### src/hdl/dq_pkg.sv
// Shared types and constants for the double-ended queue.
`default_nettype none

package dq_pkg;

  // Storage geometry
  localparam int DEPTH      = 16;
  localparam int WORD_WIDTH = 32;
  localparam int AW         = (DEPTH > 1) ? $clog2(DEPTH) : 1;
  localparam int CW         = $clog2(DEPTH + 1);

  // Port field widths
  localparam int ACTION_W = 3;
  localparam int DATA_W   = 32;
  localparam int INDEX_W  = 4;
  localparam int STATUS_W = 2;
  localparam int COUNT_W  = 5;

  typedef logic [AW-1:0] ptr_t;
  typedef logic [CW-1:0] cnt_t;

  typedef enum logic [ACTION_W-1:0] {
    ACT_PUSH_FRONT = 3'd0,
    ACT_PUSH_BACK  = 3'd1,
    ACT_POP_FRONT  = 3'd2,
    ACT_POP_BACK   = 3'd3,
    ACT_PEEK_FRONT = 3'd4,
    ACT_PEEK_BACK  = 3'd5,
    ACT_GET        = 3'd6,
    ACT_NONE       = 3'd7
  } dq_action_e;

  typedef enum logic [STATUS_W-1:0] {
    ST_OK    = 2'd0,
    ST_EMPTY = 2'd1,
    ST_FULL  = 2'd2
  } dq_status_e;

  // Controller to datapath
  typedef struct packed {
    logic take;  // input beat accepted this cycle
    logic load;  // move pending result into the output register
  } dq_cmd_t;

  // Datapath to controller
  typedef struct packed {
    logic out_room;  // output register free or being drained this cycle
  } dq_sts_t;

endpackage

`default_nettype wire

### src/hdl/dq_ram.sv
// Generic single-write, single-read RAM with registered read data.
`default_nettype none

module dq_ram #(
  parameter int DATA_W    = 32,
  parameter int NUM_WORDS = 16,
  parameter int ADDR_W    = (NUM_WORDS > 1) ? $clog2(NUM_WORDS) : 1
) (
  input  wire logic              clk_i,
  input  wire logic              wr_en_i,
  input  wire logic [ADDR_W-1:0] wr_addr_i,
  input  wire logic [DATA_W-1:0] wr_data_i,
  input  wire logic              rd_en_i,
  input  wire logic [ADDR_W-1:0] rd_addr_i,
  output logic      [DATA_W-1:0] rd_data_o
);

  logic [DATA_W-1:0] mem_q [NUM_WORDS];
  logic [DATA_W-1:0] rd_data_q;

  // Write port
  always_ff @(posedge clk_i) begin
    if (wr_en_i) begin
      mem_q[wr_addr_i] <= wr_data_i;
    end
  end

  // Registered read port, holds when not enabled
  always_ff @(posedge clk_i) begin
    if (rd_en_i) begin
      rd_data_q <= mem_q[rd_addr_i];
    end
  end

  assign rd_data_o = rd_data_q;

endmodule

`default_nettype wire

### src/hdl/dq_ctrl.sv
// Controller state machine for the double-ended queue.
`default_nettype none

module dq_ctrl
  import dq_pkg::*;
(
  input  wire logic    clk_i,
  input  wire logic    rst_ni,
  input  wire logic    in_valid_i,
  output logic         in_stall_o,
  output dq_cmd_t      cmd_o,
  input  wire dq_sts_t sts_i
);

  typedef enum logic [1:0] {
    S_IDLE = 2'b01,
    S_READ = 2'b10
  } dq_state_e;

  dq_state_e state_q, state_d;

  // Take a beat only in idle; finish it once the output register has room
  always_comb begin
    state_d    = state_q;
    cmd_o.take = 1'b0;
    cmd_o.load = 1'b0;
    in_stall_o = 1'b1;
    unique case (state_q)
      S_IDLE: begin
        in_stall_o = 1'b0;
        if (in_valid_i) begin
          cmd_o.take = 1'b1;
          state_d    = S_READ;
        end
      end
      S_READ: begin
        if (sts_i.out_room) begin
          cmd_o.load = 1'b1;
          state_d    = S_IDLE;
        end
      end
      default: begin
        state_d = S_IDLE;
      end
    endcase
  end

  always_ff @(posedge clk_i or negedge rst_ni) begin
    if (!rst_ni) begin
      state_q <= S_IDLE;
    end else begin
      state_q <= state_d;
    end
  end

`ifndef SYNTHESIS
  a_take_then_read: assert property (@(posedge clk_i) disable iff (!rst_ni)
    cmd_o.take |=> state_q == S_READ)
    else $error("accepted beat did not move to read state");
  a_wait_for_room: assert property (@(posedge clk_i) disable iff (!rst_ni)
    (state_q == S_READ && !sts_i.out_room) |=> state_q == S_READ)
    else $error("left read state without output room");
  a_stall_in_read: assert property (@(posedge clk_i) disable iff (!rst_ni)
    state_q == S_READ |-> in_stall_o)
    else $error("input open while a beat is in flight");
`endif

endmodule

`default_nettype wire

### src/hdl/dq_datapath.sv
// Datapath: ring pointers, count, ring store and output register.
`default_nettype none

module dq_datapath
  import dq_pkg::*;
(
  input  wire logic                clk_i,
  input  wire logic                rst_ni,
  input  wire dq_cmd_t             cmd_i,
  output dq_sts_t                  sts_o,
  input  wire logic [ACTION_W-1:0] action_i,
  input  wire logic [DATA_W-1:0]   data_word_i,
  input  wire logic [INDEX_W-1:0]  index_i,
  output logic                     out_valid_o,
  input  wire logic                out_stall_i,
  output logic [DATA_W-1:0]        result_word_o,
  output logic [STATUS_W-1:0]      status_o,
  output logic [COUNT_W-1:0]       count_o
);

  localparam int CMP_W = (CW > INDEX_W) ? CW : INDEX_W;

  ptr_t front_q, front_d;
  ptr_t back_q, back_d;
  cnt_t count_q, count_d;

  dq_status_e pend_status_q, pend_status_d;
  logic       pend_use_q, pend_use_d;

  logic                  out_valid_q;
  logic [DATA_W-1:0]     out_word_q;
  dq_status_e            out_status_q;
  logic [COUNT_W-1:0]    out_count_q;

  logic                  is_full, no_words, idx_ok;
  logic [AW:0]           get_sum;
  ptr_t                  get_ptr;
  ptr_t                  front_dec, back_inc, front_inc, back_dec;
  logic                  wr_en, rd_en;
  ptr_t                  wr_addr, rd_addr;
  logic [WORD_WIDTH-1:0] rd_data;

  // Ring arithmetic
  assign is_full   = (count_q == cnt_t'(DEPTH));
  assign no_words  = (count_q == '0);
  assign idx_ok    = (CMP_W'(index_i) < CMP_W'(count_q));
  assign front_dec = (front_q == '0) ? ptr_t'(DEPTH - 1) : front_q - 1'b1;
  assign front_inc = (front_q == ptr_t'(DEPTH - 1)) ? '0 : front_q + 1'b1;
  assign back_inc  = (back_q == ptr_t'(DEPTH - 1)) ? '0 : back_q + 1'b1;
  assign back_dec  = (back_q == '0) ? ptr_t'(DEPTH - 1) : back_q - 1'b1;
  assign get_sum   = {1'b0, front_q} + (AW + 1)'(index_i);
  assign get_ptr   = (get_sum >= (AW + 1)'(DEPTH)) ? AW'(get_sum - (AW + 1)'(DEPTH))
                                                    : AW'(get_sum);

  // Action decode on an accepted beat
  always_comb begin
    front_d       = front_q;
    back_d        = back_q;
    count_d       = count_q;
    pend_status_d = pend_status_q;
    pend_use_d    = pend_use_q;
    wr_en         = 1'b0;
    wr_addr       = front_dec;
    rd_en         = 1'b0;
    rd_addr       = front_q;
    if (cmd_i.take) begin
      pend_status_d = ST_OK;
      pend_use_d    = 1'b0;
      unique case (dq_action_e'(action_i))
        ACT_PUSH_FRONT, ACT_PUSH_BACK: begin
          if (is_full) begin
            pend_status_d = ST_FULL;
          end else begin
            wr_en   = 1'b1;
            count_d = count_q + 1'b1;
            if (dq_action_e'(action_i) == ACT_PUSH_FRONT) begin
              wr_addr = front_dec;
              front_d = front_dec;
            end else begin
              wr_addr = back_inc;
              back_d  = back_inc;
            end
          end
        end
        ACT_POP_FRONT, ACT_PEEK_FRONT: begin
          if (no_words) begin
            pend_status_d = ST_EMPTY;
          end else begin
            rd_en      = 1'b1;
            rd_addr    = front_q;
            pend_use_d = 1'b1;
            if (dq_action_e'(action_i) == ACT_POP_FRONT) begin
              front_d = front_inc;
              count_d = count_q - 1'b1;
            end
          end
        end
        ACT_POP_BACK, ACT_PEEK_BACK: begin
          if (no_words) begin
            pend_status_d = ST_EMPTY;
          end else begin
            rd_en      = 1'b1;
            rd_addr    = back_q;
            pend_use_d = 1'b1;
            if (dq_action_e'(action_i) == ACT_POP_BACK) begin
              back_d  = back_dec;
              count_d = count_q - 1'b1;
            end
          end
        end
        ACT_GET: begin
          if (!idx_ok) begin
            pend_status_d = ST_EMPTY;
          end else begin
            rd_en      = 1'b1;
            rd_addr    = get_ptr;
            pend_use_d = 1'b1;
          end
        end
        default: begin
          pend_status_d = ST_OK;
        end
      endcase
    end
  end

  // Ring store
  dq_ram #(
    .DATA_W    (WORD_WIDTH),
    .NUM_WORDS (DEPTH)
  ) u_ram (
    .clk_i     (clk_i),
    .wr_en_i   (wr_en),
    .wr_addr_i (wr_addr),
    .wr_data_i (WORD_WIDTH'(data_word_i)),
    .rd_en_i   (rd_en),
    .rd_addr_i (rd_addr),
    .rd_data_o (rd_data)
  );

  // Pointer and count registers
  always_ff @(posedge clk_i or negedge rst_ni) begin
    if (!rst_ni) begin
      front_q <= '0;
      back_q  <= ptr_t'(DEPTH - 1);
      count_q <= '0;
    end else begin
      front_q <= front_d;
      back_q  <= back_d;
      count_q <= count_d;
    end
  end

  // Pending result info for the beat in flight
  always_ff @(posedge clk_i) begin
    pend_status_q <= pend_status_d;
    pend_use_q    <= pend_use_d;
  end

  // Output register
  assign sts_o.out_room = !out_valid_q || !out_stall_i;

  always_ff @(posedge clk_i or negedge rst_ni) begin
    if (!rst_ni) begin
      out_valid_q <= 1'b0;
    end else if (cmd_i.load) begin
      out_valid_q <= 1'b1;
    end else if (!out_stall_i) begin
      out_valid_q <= 1'b0;
    end
  end

  always_ff @(posedge clk_i) begin
    if (cmd_i.load) begin
      out_word_q   <= pend_use_q ? DATA_W'(rd_data) : '0;
      out_status_q <= pend_status_q;
      out_count_q  <= COUNT_W'(count_q);
    end
  end

  assign out_valid_o   = out_valid_q;
  assign result_word_o = out_word_q;
  assign status_o      = out_status_q;
  assign count_o       = out_count_q;

`ifndef SYNTHESIS
  a_count_bound: assert property (@(posedge clk_i) disable iff (!rst_ni)
    count_q <= cnt_t'(DEPTH))
    else $error("count above depth");
  a_full_push_dropped: assert property (@(posedge clk_i) disable iff (!rst_ni)
    (cmd_i.take && is_full && (action_i == ACT_PUSH_FRONT || action_i == ACT_PUSH_BACK))
    |=> $stable(count_q) && $stable(front_q) && $stable(back_q))
    else $error("push into full store changed state");
  a_out_from_load: assert property (@(posedge clk_i) disable iff (!rst_ni)
    $rose(out_valid_q) |-> $past(cmd_i.load))
    else $error("output beat without a load");
`endif

endmodule

`default_nettype wire

### src/hdl/double_ended_queue.sv
// Double-ended queue top level: controller plus datapath.
//
// Usage:
//   Input channel (in_valid_i / in_stall_o) carries one action per beat:
//   push front, push back, pop front, pop back, peek front, peek back or
//   get at an index counted from the front; code seven does nothing.
//   Output channel (out_valid_o / out_stall_i) returns exactly one beat per
//   input beat: result word, status (ok, empty or bad index, full) and the
//   count after the action. A push into a full store is dropped.
//   Each input beat is taken in idle; its ring store read data and pending
//   status are registered, and the result is loaded into the output register
//   once that register has room. The controller takes a new beat only from
//   idle, so it accepts no further beat until the last result is loaded.
//   Reset (rst_ni low, asynchronous): store empty, front at 0, back at
//   DEPTH-1, no output beat pending. Store contents are not cleared.
//   When out_stall_i holds a result, one more beat can be accepted; its
//   result waits in the RAM read register and the input then stalls.
`default_nettype none

module double_ended_queue
  import dq_pkg::*;
(
  input  wire logic                clk_i,
  input  wire logic                rst_ni,
  input  wire logic                in_valid_i,
  output logic                     in_stall_o,
  input  wire logic [ACTION_W-1:0] action_i,
  input  wire logic [DATA_W-1:0]   data_word_i,
  input  wire logic [INDEX_W-1:0]  index_i,
  output logic                     out_valid_o,
  input  wire logic                out_stall_i,
  output logic [DATA_W-1:0]        result_word_o,
  output logic [STATUS_W-1:0]      status_o,
  output logic [COUNT_W-1:0]       count_o
);

  dq_cmd_t cmd;
  dq_sts_t sts;

  dq_ctrl u_ctrl (
    .clk_i      (clk_i),
    .rst_ni     (rst_ni),
    .in_valid_i (in_valid_i),
    .in_stall_o (in_stall_o),
    .cmd_o      (cmd),
    .sts_i      (sts)
  );

  dq_datapath u_datapath (
    .clk_i         (clk_i),
    .rst_ni        (rst_ni),
    .cmd_i         (cmd),
    .sts_o         (sts),
    .action_i      (action_i),
    .data_word_i   (data_word_i),
    .index_i       (index_i),
    .out_valid_o   (out_valid_o),
    .out_stall_i   (out_stall_i),
    .result_word_o (result_word_o),
    .status_o      (status_o),
    .count_o       (count_o)
  );

endmodule

`default_nettype wire
### config.mk
export PLATFORM = sky130hd
export DESIGN_NAME = double_ended_queue
export DESIGN_NICKNAME = d
export VERILOG_FILES = /design/src/hdl/dq_pkg.sv /design/src/hdl/dq_ram.sv /design/src/hdl/dq_ctrl.sv /design/src/hdl/dq_datapath.sv /design/src/hdl/double_ended_queue.sv
export SDC_FILE = /design/constraint.sdc
export NUM_CORES = 1
export LEC_CHECK = 0
export BUFFER_PORTS_ARGS = -buffer_cell sky130_fd_sc_hd__buf_4
export CELL_PAD_IN_SITES_DETAIL_PLACEMENT = 0
export CELL_PAD_IN_SITES_GLOBAL_PLACEMENT = 1
export CORE_MARGIN = 1
export CORE_UTILIZATION = 53
export CTS_CLUSTER_SIZE = 16
export DETAILED_ROUTE_END_ITERATION = 7
export GPL_TIMING_DRIVEN = 0
export HOLD_SLACK_MARGIN = 0.02
export PLACE_DENSITY_LB_ADDON = 0.1
export REMOVE_ABC_BUFFERS = 1
export SLEW_MARGIN = 10
export SYNTH_ARGS = -nofsm -noshare
export SYNTH_HDL_FRONTEND = slang
export SYNTH_SLANG_ARGS = --single-unit
### constraint.sdc
create_clock -name clk_i -period 4.8 [get_ports clk_i]
set_clock_uncertainty 0.2 [all_clocks]
set_input_delay 0.72 -clock clk_i [delete_from_list [all_inputs] [get_ports clk_i]]
set_output_delay 0.72 -clock clk_i [all_outputs]
set_load 0.05 [all_outputs]
======== Yosys cells after proc, flatten, opt, wreduce, memory -nomap -nowiden ========
Memories as Yosys holds them, arrays and structs flattened. A register that Yosys moved wholly into a read port is not among the register bits.
Index checks and enable logic that the tools add are counted.
storage, ports and cells
  RAM bits ................................ 512
  input port bits ......................... 43
  output and inout port bits .............. 41
  flip-flop bits (word level) ............. 58
  memories kept ........................... 1
  word-level logic and storage cells ...... 112
memories
  memory                  depth  width  rd ports  clocked after Yosys merged registers in  write ports  line          RTL
  u_datapath.u_ram.mem_q  16     32     1         1                                        1            dq_ram.sv:18  logic [DATA_W-1:0] mem_q [NUM_WORDS];
operators by class
  equal/unequal tests ..................... 21
  add/subtract/negate cells ............... 8
  order comparisons ....................... 2
  reductions and logical operators ........ 18
  muxes and demuxes ....................... 52
operators by type and width
  operator             count
  $mux 4               20
  $mux 5               5
  $pmux 4 s2           3
  $mux 1               17
  $pmux 5 s3           1
  $ne 2x2->1 const B   6
  $reduce_and 6->1     2
  $sub 4x1->4 const B  3
  $eq 3x3->1 const B   3
  $add 4x1->4 const B  2
  $eq 4x4->1 const B   2
  $logic_not 4->1      2
  $ne 2x1->1 const B   4
  $reduce_and 7->1     1
  $eq 3x2->1 const B   2
  $mux 2               3
  $pmux 2 s3           1
  $reduce_or 2->1      3
  $add 4x4->5          1
  $add 5x1->5 const B  1
  $eq 5x5->1 const B   1
  $ge 5x5->1 const B   1
  $logic_not 5->1      1
  $lt 4x5->1           1
  13 further kinds     15

======== Longest topological paths before layout ========
  word-level depth ........................ 6
  depth in mapped cells ................... 13
  mapped depth without buffers ............ 10

======== By module ========
A second synthesis with hierarchy kept.
second synthesis, totals
  cells, all modules ...................... 1111
  area, all modules ....................... 23344.9 µm²
modules (own cells, without submodules)
  module       seq. area each (µm²)  cells each  times used  area each (µm²)
  dq_ram       16335.7               838         1           20155.6
  dq_datapath  1616.6                265         1           3098.0
  dq_ctrl      51.3                  8           1           91.3

======== Worst setup path after synthesis ========
No wires, ideal clock.
  kind .................................... input-to-reg
  from .................................... input action_i[1]
  to ...................................... register u_datapath.u_ram.rd_data_q[0] (netlist: u_datapath.u_ram.rd_data_o[0]) (read register of u_datapath.u_ram.mem_q), enable pin
  path buffers ............................ 2
  setup slack ............................. 0.814 ns
  setup time .............................. 0.432 ns
  required time ........................... 4.168 ns
  arrival ................................. 3.354 ns
  stages .................................. 5
  cells stage by stage .................... buf_2 xor2_1 buf_1 o22ai_1 a21oi_1
between the ends
  cells in the longest elaborated chain, start to end .. 4
  elaborated cells on any way between the ends .. 11
  those cells by class .................... eq/ne: 5; mux: 4; reduce/logical: 2
ends and longest elaborated chain
  what                                      line                      RTL
  start, declared                           double_ended_queue.sv:27  input wire logic [ACTION_W-1:0] action_i,
  $eq 3x3->1 or $eq 3x2->1 (tied branches)  dq_datapath.sv:69         unique case (dq_action_e'(action_i))
  $reduce_or 4->1 (no source line)          --
  $pmux 1 s2 (*)                            dq_datapath.sv:69
  $mux 1 (*)                                dq_datapath.sv:66         if (cmd_i.take) begin
  via u_datapath.rd_en                      dq_datapath.sv:39         logic wr_en, rd_en;
  end, declared                             dq_ram.sv:19              logic [DATA_W-1:0] rd_data_q;
Mark *: on every way through the listed nets, which the timed path passes. The rest lies on a longest branch.
A chain may end at the register's enable or synchronous reset.

======== Worst setup path after layout ========
  from .................................... register u_ctrl.state_q[0]
  to ...................................... register u_datapath.u_ram.rd_data_q[23] (netlist: u_datapath.u_ram.rd_data_o[23]) (read register of u_datapath.u_ram.mem_q) (data pin)
between the ends
  cells in the longest elaborated chain, start to end .. 3
  elaborated cells on any way between the ends .. 4
  those cells by class .................... eq/ne: 1; mux: 3
ends and longest elaborated chain
  what                              line               RTL
  start, declared                   dq_ctrl.sv:20      dq_state_e state_q, state_d;
  start signal, assigned            dq_ctrl.sv:52      state_q <= state_d;
  $eq 2x1->1 (*)                    dq_ctrl.sv:28      unique case (state_q)
  $mux 1 (*)                        dq_ctrl.sv:28
  $mux 4 or $mux 1 (tied branches)  dq_datapath.sv:66
Every way passes the cells marked *; elsewhere a longest branch is shown, timed or not.

==> reports/qor.txt <==
OUTCOME
----------------------------------------------------------------------------------------
Status ....................................................................    completed

SYNTH
----------------------------------------------------------------------------------------
Synth Flop Type ........................................................... sky130_fd_sc_hd__edfxtp_1
Average cell area after synthesis .........................................    15.19 um2
Unique cell type count in the Yosys netlist ...............................           60
Top cells by area, synth .................................................. sky130_fd_sc_hd__edfxtp_1 71%, sky130_fd_sc_hd__and3_1 3.2%, sky130_fd_sc_hd__a211oi_1 3.0%
Seq cells post-synth ......................................................          602
Top cell types by occurrence after synthesis .............................. 586 x sky130_fd_sc_hd__edfxtp_1, 129 x sky130_fd_sc_hd__nand2_1, 128 x sky130_fd_sc_hd__and3_1
Yosys top cell by area .................................................... sky130_fd_sc_hd__edfxtp_1
Top cell type's share of synthesized area .................................       71.38%
Count leader, synth ....................................................... sky130_fd_sc_hd__edfxtp_1
Fraction of registers with async set or reset after synthesis .............       2.658%
Post-synth EDFFs ..........................................................          586
Number of synthesis warnings ..............................................            0
Post-synthesis cell area ..................................................  0.02465 mm2
Count of mapped cells out of synthesis ....................................         1623
Share of synthesized area occupied by flip-flops and latches ..............       73.03%

POWER
----------------------------------------------------------------------------------------
Power, Total ..............................................................     16.35 mW
Power per cell area ....................................................... 560.2 mW/mm2
Static Leakage ............................................................     10.06 nW
Worst vdd ir ..............................................................    0.4088 mV

TIMING
----------------------------------------------------------------------------------------
RSZ-0062 raised after global routing ......................................           no
Setup-violating endpoint count in the final report ........................            0
Slew margin rel. ..........................................................       37.84%
Worst slew pin tran .......................................................    0.9324 ns
Count of final hold-check violations ......................................            0
Ratio of final minimum period to clock period .............................       98.26%
Max frequency .............................................................    212.0 MHz
Tmin final ................................................................     4.716 ns
Setup TNS after final layout ..............................................         0 ns
Max-slew violation count ..................................................            0

SETUP PATH
----------------------------------------------------------------------------------------
CP cell instances ......................................................... nand3b_1, a211o_2, a21oi_4, a21o_4, nand2_8, buf_16, buf_16, a2111oi_2, a311oi_1, a211o_1
Worst path most repeated cell ............................................. sky130_fd_sc_hd__buf_16
Worst Path Required .......................................................      4.95 ns
Number of cell instances on the worst register-to-register path ...........           10
Worst path top cell family by delay ....................................... compound AO/OA/AOI/OAI gates
FF-to-FF Start ............................................................ u_ctrl.state_q[0]
Worst r2r dst ............................................................. u_datapath.u_ram.rd_data_o[23]
Worst setup path startpoint ............................................... u_ctrl.state_q[0]
Reg-to-reg slack, setup ...................................................      0.08 ns
Standard cell with the maximum stage delay on the critical path ........... sky130_fd_sc_hd__a211o_2
Crit path buf inv count ...................................................            2
Kind of end point of the critical path ....................................     register
Worst-path maximum fanout .................................................           68
Worst EP arrival ..........................................................      4.87 ns
Critical path start-end classification .................................... register to register
Delay contributed by the slowest stage of the critical path ...............      0.55 ns
Sort of element at the start of the critical path .........................     register

ROUTE
----------------------------------------------------------------------------------------
Routed Antenna Nets .......................................................            0
DRT iter0 DRCs ............................................................         1743
Drt wl/cell ...............................................................     27.79 um
Total wire length .........................................................     65.78 mm
Remaining routing DRC violations ..........................................            0
Via-per-instance ratio ....................................................        6.449
First-pass iteration count of the detailed router .........................            7
Via total after detailed routing ..........................................        15270

LAYOUT
----------------------------------------------------------------------------------------
Combined flip-flop and latch cell area ....................................  0.01800 mm2
Share of final-layout standard cells stronger than drive strength 1 .......       16.85%
Layout-stage area growth over the synthesis result ........................       18.37%
Post-Route Utilization ....................................................       63.89%
Final Net Count ...........................................................         1774
Multi-input gate area ..................................................... 0.006365 mm2
Area of all placed cells without fillers ..................................  0.02918 mm2
# fillers .................................................................         3290
Non-filler instance count after layout ....................................         2367

PLACED DESIGN
----------------------------------------------------------------------------------------
Global placement routability congestion ...................................       0.7870
Cell area after placement .................................................  0.02712 mm2
Total half-perimeter wirelength after legalization and detailed placement .     37.11 mm
Total instance count after detailed placement .............................         2241
Number of port buffers ....................................................           83

JOB
----------------------------------------------------------------------------------------
MaxCap Viol Count .........................................................            0

FLOORPLANNING
----------------------------------------------------------------------------------------
DIE HEIGHT ................................................................     217.7 um
Effective utilization at floorplan ........................................       53.97%
CORE AREA .................................................................  0.04567 mm2
Standard-cell row count ...................................................           78
Die Footprint .............................................................  0.04738 mm2
Chip Width ................................................................     217.7 um
IO Pins ...................................................................           84

GRT
----------------------------------------------------------------------------------------
Via count of the first global-routing pass ................................        14870
Antenna violations before repair ..........................................            2
GRT overflow ..............................................................            0
Met1 layer usage reported by global route .................................       37.77%
Wire length of the first global-routing pass ..............................     96.72 mm
Pin count of the biggest net entering global routing ......................           73
Overall global routing resource usage .....................................       28.11%
Met3 routing resource usage after global routing ..........................       4.338%
Routing usage on met2 .....................................................       46.16%
Global routing's busiest layer ............................................         met2

HOLD PATH
----------------------------------------------------------------------------------------
Number of stages on the worst hold path ...................................            3
Worst min path class ...................................................... input port to register
Worst Hold Path EP ........................................................ u_datapath.out_valid_o
Start point of the worst hold path ........................................  out_stall_i

CLOCK NETWORK
----------------------------------------------------------------------------------------
CTS Buf Count .............................................................           59
CTS tree ..................................................................          yes
Clk sinks .................................................................          602
Clock-pin slew of the registers on the worst-case setup and hold paths ....      0.06 ns
Number of H-tree branching levels .........................................            2
Number of buffers between clock root and the deepest sink .................            3
Clock network latency to the later pin of the worst-skew pair .............      0.62 ns
Clock Root Buffer ......................................................... sky130_fd_sc_hd__clkbuf_16

==> report_power, final <==
group / internal (mW) / switching, mW / total, mW
registers: 6.17 / 0.182 / 6.36
clock network: 2.61 / 1.92 / 4.53
logic: 2.04 / 3.43 / 5.46
==> worst min-delay path, cell delays in order <==
cell	delay [ns]
sky130_fd_sc_hd__buf_4	0.10
sky130_fd_sc_hd__nand2_1	0.06
sky130_fd_sc_hd__nand2_1	0.05
==> cell type report <==
type | count | area share, %
Timing Repair Buffer | 148 | 7.144
Multi-Input combinational cell | 884 | 21.81
Tap cell | 600 | 2.573
Antenna cell | 4 | 0.03430
Inverter | 20 | 0.2573
Clock inverter | 33 | 0.9905
Clock buffer | 76 | 5.489
Sequential cell | 602 | 61.70
==> what timing repair did <==
item | CTS | global route
cloned | 5 | 0
endpoints found under the hold margin | 16 | 0
pin swaps | 6 | 2
gates resized for setup | 6 | 2
setup endpoints to repair | 6 | 22
setup buffers | 4 | 3
hold buffers | 1 | 0
==> stage by stage <==
step,worst slack [ns],hold WS (ns)
after CTS,0.03216,0.1380
after detailed placement,-0.3714,0.2116
after global placement,-10.77,0.2078
after floorplan,-3.561,0.2003
final,0.08370,0.1620
after global routing,0.0004330,0.1870
==> routing by layer <==
| layer | part of all wire [%] | vias to the layer above |
|---|---|---|
| li1 | - | 6707 |
| met1 | 41 | 7793 |
| met2 | 48 | 617 |
| met3 | 7.2 | 148 |
| met4 | 3.4 | 0 |
| met5 | 0 | - |
==> registers in the layout, indices dropped and copies added (netlist names) <==
name and cells:
u_datapath.u_ram.mem_q 512, u_datapath.result_word_o 32, u_datapath.u_ram.rd_data_o 32, u_datapath.count_o 5, u_datapath.count_q 5, u_datapath.back_q 4, u_datapath.front_q 4, u_ctrl.state_q 2
u_datapath.pend_status_q 2, u_datapath.status_o 2, u_datapath.out_valid_o 1, u_datapath.pend_use_q 1
==> logic make-up after synthesis <==
family	share of synthesized area, %
xor gates and xnor gates	0.4974
buffers and inverters	2.467
muxes	2.807
adders and majority gates	0.8730
DFF	73.03
and+or+nand+nor	7.542
AOI/OAI and AO/OA	12.78
==> worst max path at each step <==
stage	end	slack (ns)	depth (start not counted)
global route	u_datapath.u_ram.rd_data_o[23]	0.0004	10
global placement	u_datapath.u_ram.rd_data_o[23]	-10.77	9
detailed placement	u_datapath.u_ram.rd_data_o[20]	-0.37	13
floorplan	u_datapath.u_ram.rd_data_o[1]	-3.56	9
finish	u_datapath.u_ram.rd_data_o[23]	0.08	10
CTS	u_datapath.u_ram.rd_data_o[4]	0.03	12
==> cell usage in the layout (no fill, tap or decap), drive strengths merged, types with 5 or more instances in the layout <==
cell / instances
nor3: 8
buf: 147
xnor2: 8
clkinv: 26
bufinv: 5
a2111oi: 31
o211ai: 6
mux2i: 68
and3: 128
nand2: 129
and2: 32
edfxtp: 586
inv: 21
ha: 14
nor2: 34
a311oi: 31
nand3: 12
xor2: 6
dfrtp: 11
clkbuf: 76
a221oi: 32
a211oi: 97
a211o: 32
o32ai: 30
a21oi: 79
dfstp: 5
o21ai: 54
Note: power is estimated with default switching activity, not from simulation.
